### src/design/bcnf_pkg.sv
package bcnf_pkg;

    localparam int SECTIONS   = 9;
    localparam int COEF_WIDTH = 32;
    localparam int DATA_WIDTH = 24;

    localparam int ROM_ROWS   = 9;
    localparam int TAPS       = 5;
    localparam int WORD_W     = 32;

    localparam int COEF_W     = (COEF_WIDTH < 32) ? COEF_WIDTH : 32;
    localparam int CF         = COEF_W - 2;
    localparam int COEF_SHIFT = 30 - CF;
    localparam int HF         = WORD_W - DATA_WIDTH;
    localparam int TDATA_W    = ((DATA_WIDTH + 7) / 8) * 8;

    localparam int PROD_W     = COEF_W + WORD_W;
    localparam int ACC_W      = PROD_W + 3;

    localparam int SEC_W      = (SECTIONS > 1) ? $clog2(SECTIONS) : 1;
    localparam logic [SEC_W-1:0] SEC_LAST = SEC_W'(SECTIONS - 1);

    localparam logic signed [63:0] ROM_ONE   = 64'sd1073741824;
    localparam logic signed [63:0] COEF_RND  = (64'sd1 <<< COEF_SHIFT) >>> 1;

    // Rows of {b0, b1, b2, a1, a2} in Q2.30; a1 and a2 are already negated.
    localparam logic signed [31:0] COEF_ROM [2][ROM_ROWS][TAPS] = '{
        '{
            '{32'sd1067864034, 32'sd0, 32'sd0, 32'sd0, 32'sd0},
            '{32'sd1073741824, -32'sd2042741205, 32'sd1073741824,
              32'sd2022317515, -32'sd1061705134},
            '{32'sd1067864034, 32'sd0, 32'sd0, 32'sd0, 32'sd0},
            '{32'sd1073741824, -32'sd2042741205, 32'sd1073741824,
              32'sd2040456535, -32'sd1062633111},
            '{32'sd1059860370, 32'sd0, 32'sd0, 32'sd0, 32'sd0},
            '{32'sd1073741824, -32'sd2042741205, 32'sd1073741824,
              32'sd2012320771, -32'sd1045552405},
            '{32'sd1059860370, 32'sd0, 32'sd0, 32'sd0, 32'sd0},
            '{32'sd1073741824, -32'sd2042741205, 32'sd1073741824,
              32'sd2020286373, -32'sd1046467886},
            '{32'sd1073741824, 32'sd0, 32'sd0, 32'sd0, 32'sd0}
        },
        '{
            '{32'sd1049886928, 32'sd0, 32'sd0, 32'sd0, 32'sd0},
            '{32'sd1073741824, -32'sd665499693, 32'sd1073741824,
              32'sd546403692, -32'sd1028097763},
            '{32'sd1049886928, 32'sd0, 32'sd0, 32'sd0, 32'sd0},
            '{32'sd1073741824, -32'sd665499693, 32'sd1073741824,
              32'sd753361625, -32'sd1029577635},
            '{32'sd1020748874, 32'sd0, 32'sd0, 32'sd0, 32'sd0},
            '{32'sd1073741824, -32'sd665499693, 32'sd1073741824,
              32'sd590679774, -32'sd967524298},
            '{32'sd1020748874, 32'sd0, 32'sd0, 32'sd0, 32'sd0},
            '{32'sd1073741824, -32'sd665499693, 32'sd1073741824,
              32'sd674367888, -32'sd968926597},
            '{32'sd1073741824, 32'sd0, 32'sd0, 32'sd0, 32'sd0}
        }
    };

    typedef enum logic [2:0] {
        TAP_X,
        TAP_X1,
        TAP_X2,
        TAP_Y1,
        TAP_Y2
    } tap_t;

    typedef enum logic [2:0] {
        S_IDLE,
        S_MUL,
        S_ACC,
        S_WB,
        S_DONE
    } state_t;

    typedef struct packed {
        logic signed [WORD_W-1:0] in1;
        logic signed [WORD_W-1:0] in2;
        logic signed [WORD_W-1:0] out1;
        logic signed [WORD_W-1:0] out2;
    } hist_word_t;

    typedef struct packed {
        logic             clear;
        logic             rd_en;
        logic [SEC_W-1:0] rd_addr;
        logic             wr_en;
        logic [SEC_W-1:0] wr_addr;
    } hist_ctrl_t;

    typedef struct packed {
        logic clear;
        logic mul_en;
    } mac_ctrl_t;

    // Coefficient in use for a section and tap, rounded to CF fraction bits.
    function automatic logic signed [COEF_W-1:0] coef_at(
        input logic             sel,
        input logic [SEC_W-1:0] sec,
        input tap_t             k
    );
        logic signed [63:0] t;
        logic signed [63:0] r;
        if (int'(sec) >= ROM_ROWS)
        begin
            t = (k == TAP_X) ? ROM_ONE : 64'sd0;
        end
        else
        begin
            t = 64'(COEF_ROM[sel][sec][k]);
        end
        r = (t + COEF_RND) >>> COEF_SHIFT;
        return r[COEF_W-1:0];
    endfunction

endpackage

### src/design/bcnf_hist_ram.sv
module bcnf_hist_ram
    import bcnf_pkg::*;
(
    input  logic       clk,
    input  logic       rst_n,
    input  hist_ctrl_t ctrl,
    input  hist_word_t wr_data,
    output hist_word_t rd_data
);

    hist_word_t          mem [SECTIONS];
    hist_word_t          rd_word_reg;
    logic [SECTIONS-1:0] valid_reg;
    logic                rd_valid_reg;

    always_ff @(posedge clk)
    begin
        if (ctrl.wr_en)
        begin
            mem[ctrl.wr_addr] <= wr_data;
        end
        if (ctrl.rd_en)
        begin
            rd_word_reg <= mem[ctrl.rd_addr];
        end
    end

    // An entry that has not been written since reset or a clear reads as zero.
    always_ff @(posedge clk or negedge rst_n)
    begin
        if (!rst_n)
        begin
            valid_reg    <= '0;
            rd_valid_reg <= 1'b0;
        end
        else
        begin
            if (ctrl.clear)
            begin
                valid_reg <= '0;
            end
            else if (ctrl.wr_en)
            begin
                valid_reg[ctrl.wr_addr] <= 1'b1;
            end
            if (ctrl.rd_en)
            begin
                rd_valid_reg <= valid_reg[ctrl.rd_addr];
            end
        end
    end

    assign rd_data = rd_valid_reg ? rd_word_reg : '0;

endmodule

### src/design/bcnf_mac.sv
module bcnf_mac
    import bcnf_pkg::*;
(
    input  logic                     clk,
    input  logic                     rst_n,
    input  mac_ctrl_t                ctrl,
    input  logic signed [COEF_W-1:0] coef,
    input  logic signed [WORD_W-1:0] operand,
    output logic signed [WORD_W-1:0] y
);

    localparam logic signed [ACC_W-1:0] ACC_RND = ACC_W'(1) <<< (CF - 1);

    logic signed [PROD_W-1:0] prod_reg;
    logic                     prod_vld_reg;
    logic signed [ACC_W-1:0]  acc_reg;
    logic signed [ACC_W-1:0]  acc_shift;

    always_ff @(posedge clk)
    begin
        if (ctrl.mul_en)
        begin
            prod_reg <= coef * operand;
        end
    end

    always_ff @(posedge clk or negedge rst_n)
    begin
        if (!rst_n)
        begin
            prod_vld_reg <= 1'b0;
            acc_reg      <= '0;
        end
        else
        begin
            prod_vld_reg <= ctrl.mul_en;
            if (ctrl.clear)
            begin
                acc_reg <= '0;
            end
            else if (prod_vld_reg)
            begin
                acc_reg <= acc_reg + ACC_W'(prod_reg);
            end
        end
    end

    // Round to nearest, ties upward, then saturate to a 32-bit history word.
    always_comb
    begin
        acc_shift = (acc_reg + ACC_RND) >>> CF;
        if ((acc_shift[ACC_W-1:WORD_W-1] == '0) || (acc_shift[ACC_W-1:WORD_W-1] == '1))
        begin
            y = acc_shift[WORD_W-1:0];
        end
        else if (acc_shift[ACC_W-1])
        begin
            y = {1'b1, {(WORD_W-1){1'b0}}};
        end
        else
        begin
            y = {1'b0, {(WORD_W-1){1'b1}}};
        end
    end

endmodule

### src/design/biquad_cascade_notch_filter_top.sv
// Nine direct-form-I biquad sections in cascade: four notches and five gains.
//
// Input words arrive on s_axis (sample_in, signed, in tdata) and filtered
// words leave on m_axis (sample_out, signed, in tdata). cfg_wr_en with
// cfg_wr_data selects the coefficient set (0: 1 kHz, 1: 250 Hz) and clears
// the history of every section; write it only while the block is idle.
//
// Each word is processed one section after another on a single shared
// multiply-accumulate unit. A section steps through five multiplies, one
// accumulate and one write-back that also reads the next section's history
// from the history memory. The result becomes valid in the same cycle as
// s_axis_tready returns, so a new word is only taken once the last one is
// through all nine sections.
//
// The result sits in an output register; the next input word is accepted and
// filtered while it waits. Only if the receiver still stalls when the next
// result is ready does the block hold, and s_axis_tready stays low.
// Reset zeroes the history, selects the 1 kHz set and empties the output.
module biquad_cascade_notch_filter_top
    import bcnf_pkg::*;
(
    input  logic               clk,
    input  logic               rst_n,
    input  logic               s_axis_tvalid,
    output logic               s_axis_tready,
    input  logic [TDATA_W-1:0] s_axis_tdata,   // [23:0] sample_in
    output logic               m_axis_tvalid,
    input  logic               m_axis_tready,
    output logic [TDATA_W-1:0] m_axis_tdata,   // [23:0] sample_out
    input  logic               cfg_wr_en,
    input  logic               cfg_wr_data
);

    state_t                   state_reg;
    state_t                   state_next;
    logic [SEC_W-1:0]         sec_reg;
    tap_t                     tap_reg;
    logic signed [WORD_W-1:0] x_reg;
    logic                     rate_sel_reg;
    logic                     out_valid_reg;
    logic [DATA_WIDTH-1:0]    out_data_reg;

    logic                     in_acc;
    logic                     out_free;
    hist_ctrl_t               hctl;
    mac_ctrl_t                mctl;
    hist_word_t               hist_rd;
    hist_word_t               hist_wr;
    logic signed [COEF_W-1:0] coef;
    logic signed [WORD_W-1:0] operand;
    logic signed [WORD_W-1:0] y;
    logic signed [WORD_W:0]   out_round;
    logic [DATA_WIDTH-1:0]    out_sat;

    assign in_acc   = s_axis_tvalid && s_axis_tready;
    assign out_free = !out_valid_reg || m_axis_tready;

    bcnf_hist_ram u_hist
    (
        .clk     (clk),
        .rst_n   (rst_n),
        .ctrl    (hctl),
        .wr_data (hist_wr),
        .rd_data (hist_rd)
    );

    bcnf_mac u_mac
    (
        .clk     (clk),
        .rst_n   (rst_n),
        .ctrl    (mctl),
        .coef    (coef),
        .operand (operand),
        .y       (y)
    );

    always_comb
    begin
        state_next = state_reg;
        case (state_reg)
            S_IDLE:
            begin
                if (in_acc)
                begin
                    state_next = S_MUL;
                end
            end
            S_MUL:
            begin
                if (tap_reg == TAP_Y2)
                begin
                    state_next = S_ACC;
                end
            end
            S_ACC:
            begin
                state_next = S_WB;
            end
            S_WB:
            begin
                state_next = (sec_reg == SEC_LAST) ? S_DONE : S_MUL;
            end
            S_DONE:
            begin
                if (out_free)
                begin
                    state_next = S_IDLE;
                end
            end
            default:
            begin
                state_next = S_IDLE;
            end
        endcase
    end

    always_comb
    begin
        s_axis_tready = 1'b0;
        hctl          = '0;
        mctl          = '0;
        hctl.clear    = cfg_wr_en;
        hctl.wr_addr  = sec_reg;
        hctl.rd_addr  = sec_reg;
        case (state_reg)
            S_IDLE:
            begin
                s_axis_tready = 1'b1;
                hctl.rd_en    = s_axis_tvalid;
                hctl.rd_addr  = '0;
                mctl.clear    = 1'b1;
            end
            S_MUL:
            begin
                mctl.mul_en = 1'b1;
            end
            S_WB:
            begin
                hctl.wr_en   = 1'b1;
                hctl.rd_en   = (sec_reg != SEC_LAST);
                hctl.rd_addr = sec_reg + SEC_W'(1);
                mctl.clear   = 1'b1;
            end
            default:
            begin
            end
        endcase
    end

    always_comb
    begin
        case (tap_reg)
            TAP_X:   operand = x_reg;
            TAP_X1:  operand = hist_rd.in1;
            TAP_X2:  operand = hist_rd.in2;
            TAP_Y1:  operand = hist_rd.out1;
            TAP_Y2:  operand = hist_rd.out2;
            default: operand = '0;
        endcase
    end

    assign coef = coef_at(rate_sel_reg, sec_reg, tap_reg);

    always_comb
    begin
        hist_wr.in1  = x_reg;
        hist_wr.in2  = hist_rd.in1;
        hist_wr.out1 = y;
        hist_wr.out2 = hist_rd.out1;
    end

    // Final word back to a sample: round away the fraction bits and saturate.
    always_comb
    begin
        out_round = ((WORD_W+1)'(x_reg) + ((WORD_W+1)'(1 << HF) >>> 1)) >>> HF;
        if ((out_round[WORD_W:DATA_WIDTH-1] == '0) || (out_round[WORD_W:DATA_WIDTH-1] == '1))
        begin
            out_sat = out_round[DATA_WIDTH-1:0];
        end
        else if (out_round[WORD_W])
        begin
            out_sat = {1'b1, {(DATA_WIDTH-1){1'b0}}};
        end
        else
        begin
            out_sat = {1'b0, {(DATA_WIDTH-1){1'b1}}};
        end
    end

    always_ff @(posedge clk or negedge rst_n)
    begin
        if (!rst_n)
        begin
            state_reg     <= S_IDLE;
            sec_reg       <= '0;
            tap_reg       <= TAP_X;
            rate_sel_reg  <= 1'b0;
            out_valid_reg <= 1'b0;
        end
        else
        begin
            state_reg <= state_next;
            if (cfg_wr_en)
            begin
                rate_sel_reg <= cfg_wr_data;
            end
            case (state_reg)
                S_IDLE:
                begin
                    sec_reg <= '0;
                    tap_reg <= TAP_X;
                end
                S_MUL:
                begin
                    tap_reg <= tap_t'(tap_reg + 3'd1);
                end
                S_WB:
                begin
                    tap_reg <= TAP_X;
                    if (sec_reg != SEC_LAST)
                    begin
                        sec_reg <= sec_reg + SEC_W'(1);
                    end
                end
                default:
                begin
                end
            endcase
            if ((state_reg == S_DONE) && out_free)
            begin
                out_valid_reg <= 1'b1;
            end
            else if (m_axis_tready)
            begin
                out_valid_reg <= 1'b0;
            end
        end
    end

    always_ff @(posedge clk)
    begin
        if (in_acc)
        begin
            x_reg <= {s_axis_tdata[DATA_WIDTH-1:0], {HF{1'b0}}};
        end
        else if (state_reg == S_WB)
        begin
            x_reg <= y;
        end
        if ((state_reg == S_DONE) && out_free)
        begin
            out_data_reg <= out_sat;
        end
    end

    assign m_axis_tvalid = out_valid_reg;
    assign m_axis_tdata  = TDATA_W'(out_data_reg);

    // An accepted word always starts on the first section with the input tap.
    a_start: assert property (@(posedge clk) disable iff (!rst_n)
        in_acc |=> (state_reg == S_MUL) && (sec_reg == '0) && (tap_reg == TAP_X))
        else $error("word did not start on the first section");

    // Write-back of the last section leads straight to the result.
    a_last: assert property (@(posedge clk) disable iff (!rst_n)
        (state_reg == S_WB) && (sec_reg == SEC_LAST) |=> (state_reg == S_DONE))
        else $error("last section did not finish the word");

    // A pending result is never overwritten while the receiver stalls.
    a_hold: assert property (@(posedge clk) disable iff (!rst_n)
        m_axis_tvalid && !m_axis_tready |=> m_axis_tvalid && $stable(out_data_reg))
        else $error("stalled result changed");

    // The multiplier is only fed within a section's tap range.
    a_tap: assert property (@(posedge clk) disable iff (!rst_n)
        (state_reg == S_MUL) |-> (tap_reg != TAP_Y2) || (state_next == S_ACC))
        else $error("tap counter ran past the last tap");

endmodule

### config.mk
export PLATFORM = sky130hd
export DESIGN_NAME = biquad_cascade_notch_filter_top
export DESIGN_NICKNAME = d
export VERILOG_FILES = /design/src/design/bcnf_pkg.sv /design/src/design/bcnf_hist_ram.sv /design/src/design/bcnf_mac.sv /design/src/design/biquad_cascade_notch_filter_top.sv
export SDC_FILE = /design/constraint.sdc
export NUM_CORES = 2
export LEC_CHECK = 0
export ABC_CLOCK_PERIOD_IN_PS = 16920
export BUFFER_PORTS_ARGS = -buffer_cell sky130_fd_sc_hd__buf_4
export CAP_MARGIN = 30
export CORE_ASPECT_RATIO = 0.7
export CORE_MARGIN = 4
export CORE_UTILIZATION = 40
export DETAILED_ROUTE_END_ITERATION = 8
export SYNTH_ARGS = -nofsm -noshare
export SYNTH_HDL_FRONTEND = slang
export SYNTH_SLANG_ARGS = --single-unit
### constraint.sdc
create_clock -name clk -period 16.92 [get_ports clk]
set_input_delay 0 -clock clk [delete_from_list [all_inputs] [get_ports clk]]
set_output_delay 0 -clock clk [all_outputs]
set_load 0.01 [all_outputs]
# After elaboration in Yosys (flattened, before gate mapping)
# Memories as Yosys holds them, arrays and structs flattened. A register that Yosys moved wholly into a read port is not among the register bits.
# Index checks and enable logic that the tools add are counted.
# totals
word_cells	111
register_bits	210
ramBits	1152
out_inout_bits	26
memories	1
# op_classes
eq_ne	16
n_reduce_logical	20
mux	44
n_lt_le_gt_ge	7
addsub	5
bitwise	4
multipliers	1
# mem_list
memory	words	word_bits	read_ports	rd_clocked_by_memory_dff	write_ports	line_no	rtl
u_hist.mem	9	128	1	1	1	bcnf_hist_ram.sv:11	hist_word_t mem [SECTIONS];
# ops
op	count
$mux W1440	2
$mux W1433	1
$bmux W160 S4	1
$mux W160	2
$mux W32	7
$pmux W32 S5	1
$mux W67	2
$mux W128	1
$bmux W32 S3	1
$add A67 B31 Y67 const B	1
$add A67 B64 Y67	1
$mul A32 B32 Y64	1
$mux W24	2
$eq A36 B36 Y1 const B	1
$logic_not A36 Y1	1
$add A32 B9 Y33 const B	1
$mux W31	1
$mux W9	2
$pmux W3 S5	1
$eq A3 B2 Y1 const B	4
$mux W3	4
$reduce_bool A2 Y1	6
$eq A10 B10 Y1 const B	1
$logic_not A10 Y1	1
30 further kinds	51

# Depth between registers and ports, before layout
# logic_depth
word_depth	12
depth_mapped	41
depth_no_buf	37

# Cells and area by module
# Synthesis repeated with hierarchy kept, for this count alone.
# unflattened
cells_unflattened	7602
hier_area_um2	98746.0
# modules_own_cells
module	area_per_inst_um2	seq_area_each_um2	instances	cells_each
bcnf_hist_ram	47884.7	38687.1	1	2098
bcnf_mac	45203.4	3623.5	1	4814
biquad_cascade_notch_filter_top	5657.9	1901.8	1	690

# Least setup slack after synthesis
# Ideal clock, no wire load.
# synth_path
path_kind	reg-to-reg
start	reg sec_reg[1]
end	reg u_mac.prod_reg[61] (data pin)
t_arrival_ns	9.671
required_ns	16.661
path_slack_ns	6.990
path_stages_with_launch	30
n_path_buf	2
cell_sequence	dfrtp_1 clkinv_1 ha_1 o31ai_1 and2_1 buf_2 nor2_1 nor2b_1 clkbuf_1 nand2_1 fa_1 fa_1 inv_1 fa_1 fa_1 inv_1 fa_1 inv_1 fa_1 fa_1 fa_1 ha_1 and3_1 a221o_1 o21ba_2 o21bai_1 o31ai_1 nor3_1 o31a_1 a211o_1
# synth_via
elab_chain_cells	9
# synth_rtl
item	line_no	rtl
from (decl)	biquad_cascade_notch_filter_top.sv:36	logic [SEC_W-1:0] sec_reg;
from (signal assigned)	biquad_cascade_notch_filter_top.sv:222	sec_reg <= sec_reg + SEC_W'(1);
$not A4 Y5 (implied by the code)	bcnf_pkg.sv:110	t = 64'(COEF_ROM[sel][sec][k]);
$bmux W160 S4	bcnf_pkg.sv:110	
$mux W160 (implied by the code) (2 in a row)	bcnf_pkg.sv:110	
$bmux W32 S3	bcnf_pkg.sv:110	
$mux W32 (implied by the code) (2 in a row)	bcnf_pkg.sv:110	
$mux W32 (*)	bcnf_pkg.sv:104	if (int'(sec) >= ROM_ROWS)
$mul A32 B32 Y64 (*)	bcnf_mac.sv:23	prod_reg <= coef * operand;
to (signal assigned)	bcnf_mac.sv:23	
to (decl)	bcnf_mac.sv:14	logic signed [PROD_W-1:0] prod_reg;
# Every way passes the cells marked *; elsewhere a longest branch is shown, timed or not. The select of a mux whose other input is x is not followed.
# A chain may end at the register's enable or synchronous reset.

# Worst setup path in the final report
# Same ends and word-level chain as after synthesis.

==> flow_summary.ini <==
[placed_design]
place.gp.congestion = 0.979
dp_slack_ps = 4970
dp_hpwl_mm = 219
port_buffers = 55

[die]
coreArea_um2 = 245000
die-height_um = 423
initial_utilization = 0.402
dieArea_um2 = 254000
die_w_um = 601
pin_count = 56
rows = 152

[global_route]
antenna_found_initial = 12
grt_pass1_vias = 64400
grt_max_degree = 120
grt.overflow.total = 0
track_usage = 0.244
grt_pass1_wl_mm = 456

[routing]
drt_iter0_drc = 7827
remaining_drc_errors = 0
num_vias = 64300
avgRoutedWirePerCell_um = 27.5
viasPerCell = 5.70
finalWirelength_mm = 310
dr.pass1.iters = 6
drtAntennaViolNets = 0

[synthesis]
yosys_warnings = 0
async_flop_share = 0.0604
ys_types = 93
ys_seq_area_frac = 0.449
synth_edf_count = 1392
syn-num-nets = 9261
avgSynthCellArea_um2 = 12.5
synth_seq_cells = 1490
synth_top_area_frac = 0.424
synth.cell_area_um2 = 98500
syn_inst = 7886
ys_top_cells_by_area = edfxtp_1 42%, fa_1 22%, mux4_2 5.9%
synth_top_cell_by_area = edfxtp_1
synth_flop_cell = edfxtp_1

[sta]
tightest_slew_ps = 1110
worst_slack_ps = 4840
slew_headroom = 0.252
rsz0062_at_grt = false
finalSetupTns_ps = 0
fmax_mhz = 82.8
holdWs_ps = 73.1
finalHoldViolCount = 0
post-route-period-util = 0.714
setup_viol = 0
period_minus_slack_ps = 12080
slew_violations = 0
finalClockSkew_ps = 71.0

[critical_path]
crit_top_cell = fa_1
r2r_slack_ps = 4840
r2r-start = sec_reg[1]
critPathLaunch = sec_reg[1]
crit_arrival_ps = 12600
cp-end-kind = flip-flop
crit_path_end = u_mac.prod_reg[61]
cp_max_fo = 24
slowest_delay_ps = 1090
startpoint_type = flip-flop
worstPathRequired_ps = 17440
crit_type = reg2reg
rr_endpoint = u_mac.prod_reg[61]
worst_path_max_delay_cell = fa_1
r2r_cells = 30

[layout]
largest_reg_flops = 1152
fin_nets = 9295
final_common_cell = edfxtp_1
area_delta_synth_final_pct = 10.2
drive_gt1_frac = 0.102
most-common-layout-cells = 1392 x edfxtp_1, 1098 x inv_1, 1083 x fa_1, 812 x nand2_1, 785 x nor2_1

[clocking]
cts_root_buf = clkbuf_16
cts_buffer_depth = 4
cts_tree = built
holdBufCountCts = 33
ctsResizeCount = 0
clk_latency_ps = 820
cts_made_buffers = 152
clk_pin_slew_worst_paths_ps = 60
cts.sinks = 1490
htreeDepth = 4
postCtsSetupBuffers = 0

[status]
status = completed

[worst_hold_path]
hold_path.class = in2reg

[run]
drv_cap = 0
==> worst max-delay path, delay by kind of cell, from the launching register on <==
kind | cells | cell delay (ps)
AO/OA/AOI/OAI | 5 | 1580
adder cells (fa/ha/maj) | 10 | 5680
AND/OR/NAND/NOR | 8 | 2190
buffers and inverters | 7 | 1580
flip-flops | 1 | 660
==> area by class of cell <==
type                            instances  area (µm²)
Timing Repair Buffer                  288        2520
Sequential cell                      1490       44200
Inverter                             1105        4160
Clock buffer                          190        4020
Multi-Input combinational cell       4883       48900
Clock inverter                         74         701
Tap cell                             3234        4050
Fill cell                           22000      137000
Antenna cell                            1        2.50
==> Yosys cell counts (8+ instances only) <==
master	instances
a211oi_1	27
a21o_1	76
a21oi_1	330
a22o_1	33
a22oi_1	95
a31oi_1	21
a41oi_1	8
and2_1	112
and3_1	40
buf_1	37
buf_2	35
clkbuf_1	330
dfrtp_1	90
dfxtp_1	8
edfxtp_1	1392
fa_1	1083
ha_1	262
inv_1	1101
mux2i_1	167
mux4_2	258
nand2_1	813
nand2b_1	23
nand3_1	66
nand4_1	33
nor2_1	787
nor2b_1	29
nor3_1	44
o211ai_1	14
o21a_1	19
o21ai_0	137
o21bai_1	19
o22ai_1	9
o311ai_0	31
o31ai_1	15
o32ai_1	8
or2_2	8
xnor2_1	111
xor2_1	69
==> logic make-up after synthesis <==
group	share of synthesized area
and+or+nand+nor	0.0852
muxes	0.0762
DFF	0.449
buffers and inverters	0.0585
adders and majority gates	0.253
AOI/OAI and AO/OA	0.0620
xor gates and xnor gates	0.0160
==> stage by stage <==
step / std cells / cell area (µm²) / utilization
after floorplan: 7886 / 98500 / -
after global placement: 10900 / 103000 / 0.420
after detailed placement: 11000 / 103000 / 0.421
after CTS: 11300 / 108000 / 0.442
after global routing: 11300 / 109000 / 0.443
final: 11300 / 109000 / 0.443
==> worst min-delay path by stage <==
stage	from	end	slack, ps	cells after the start
floorplan	rst_n	m_axis_tvalid	-300	0
global placement	rst_n	u_mac.acc_reg[66]	10	1
detailed placement	rst_n	u_mac.acc_reg[66]	20	1
CTS	cfg_wr_en	rate_sel_reg	30	3
global route	cfg_wr_en	rate_sel_reg	50	3
finish	cfg_wr_en	rate_sel_reg	70	3
==> per-layer routing <==
metal / part of all wire / up-vias / GRT usage
li1: - / 26700 / -
met4: 0.029 / 4 / 0.0643
met5: 0.00052 / - / 0.00413
met1: 0.43 / 33100 / 0.368
met3: 0.15 / 444 / 0.102
met2: 0.39 / 3948 / 0.318
Power is not shown: default switching activity piles up to over one toggle a cycle in this logic, so the estimate is an artifact.
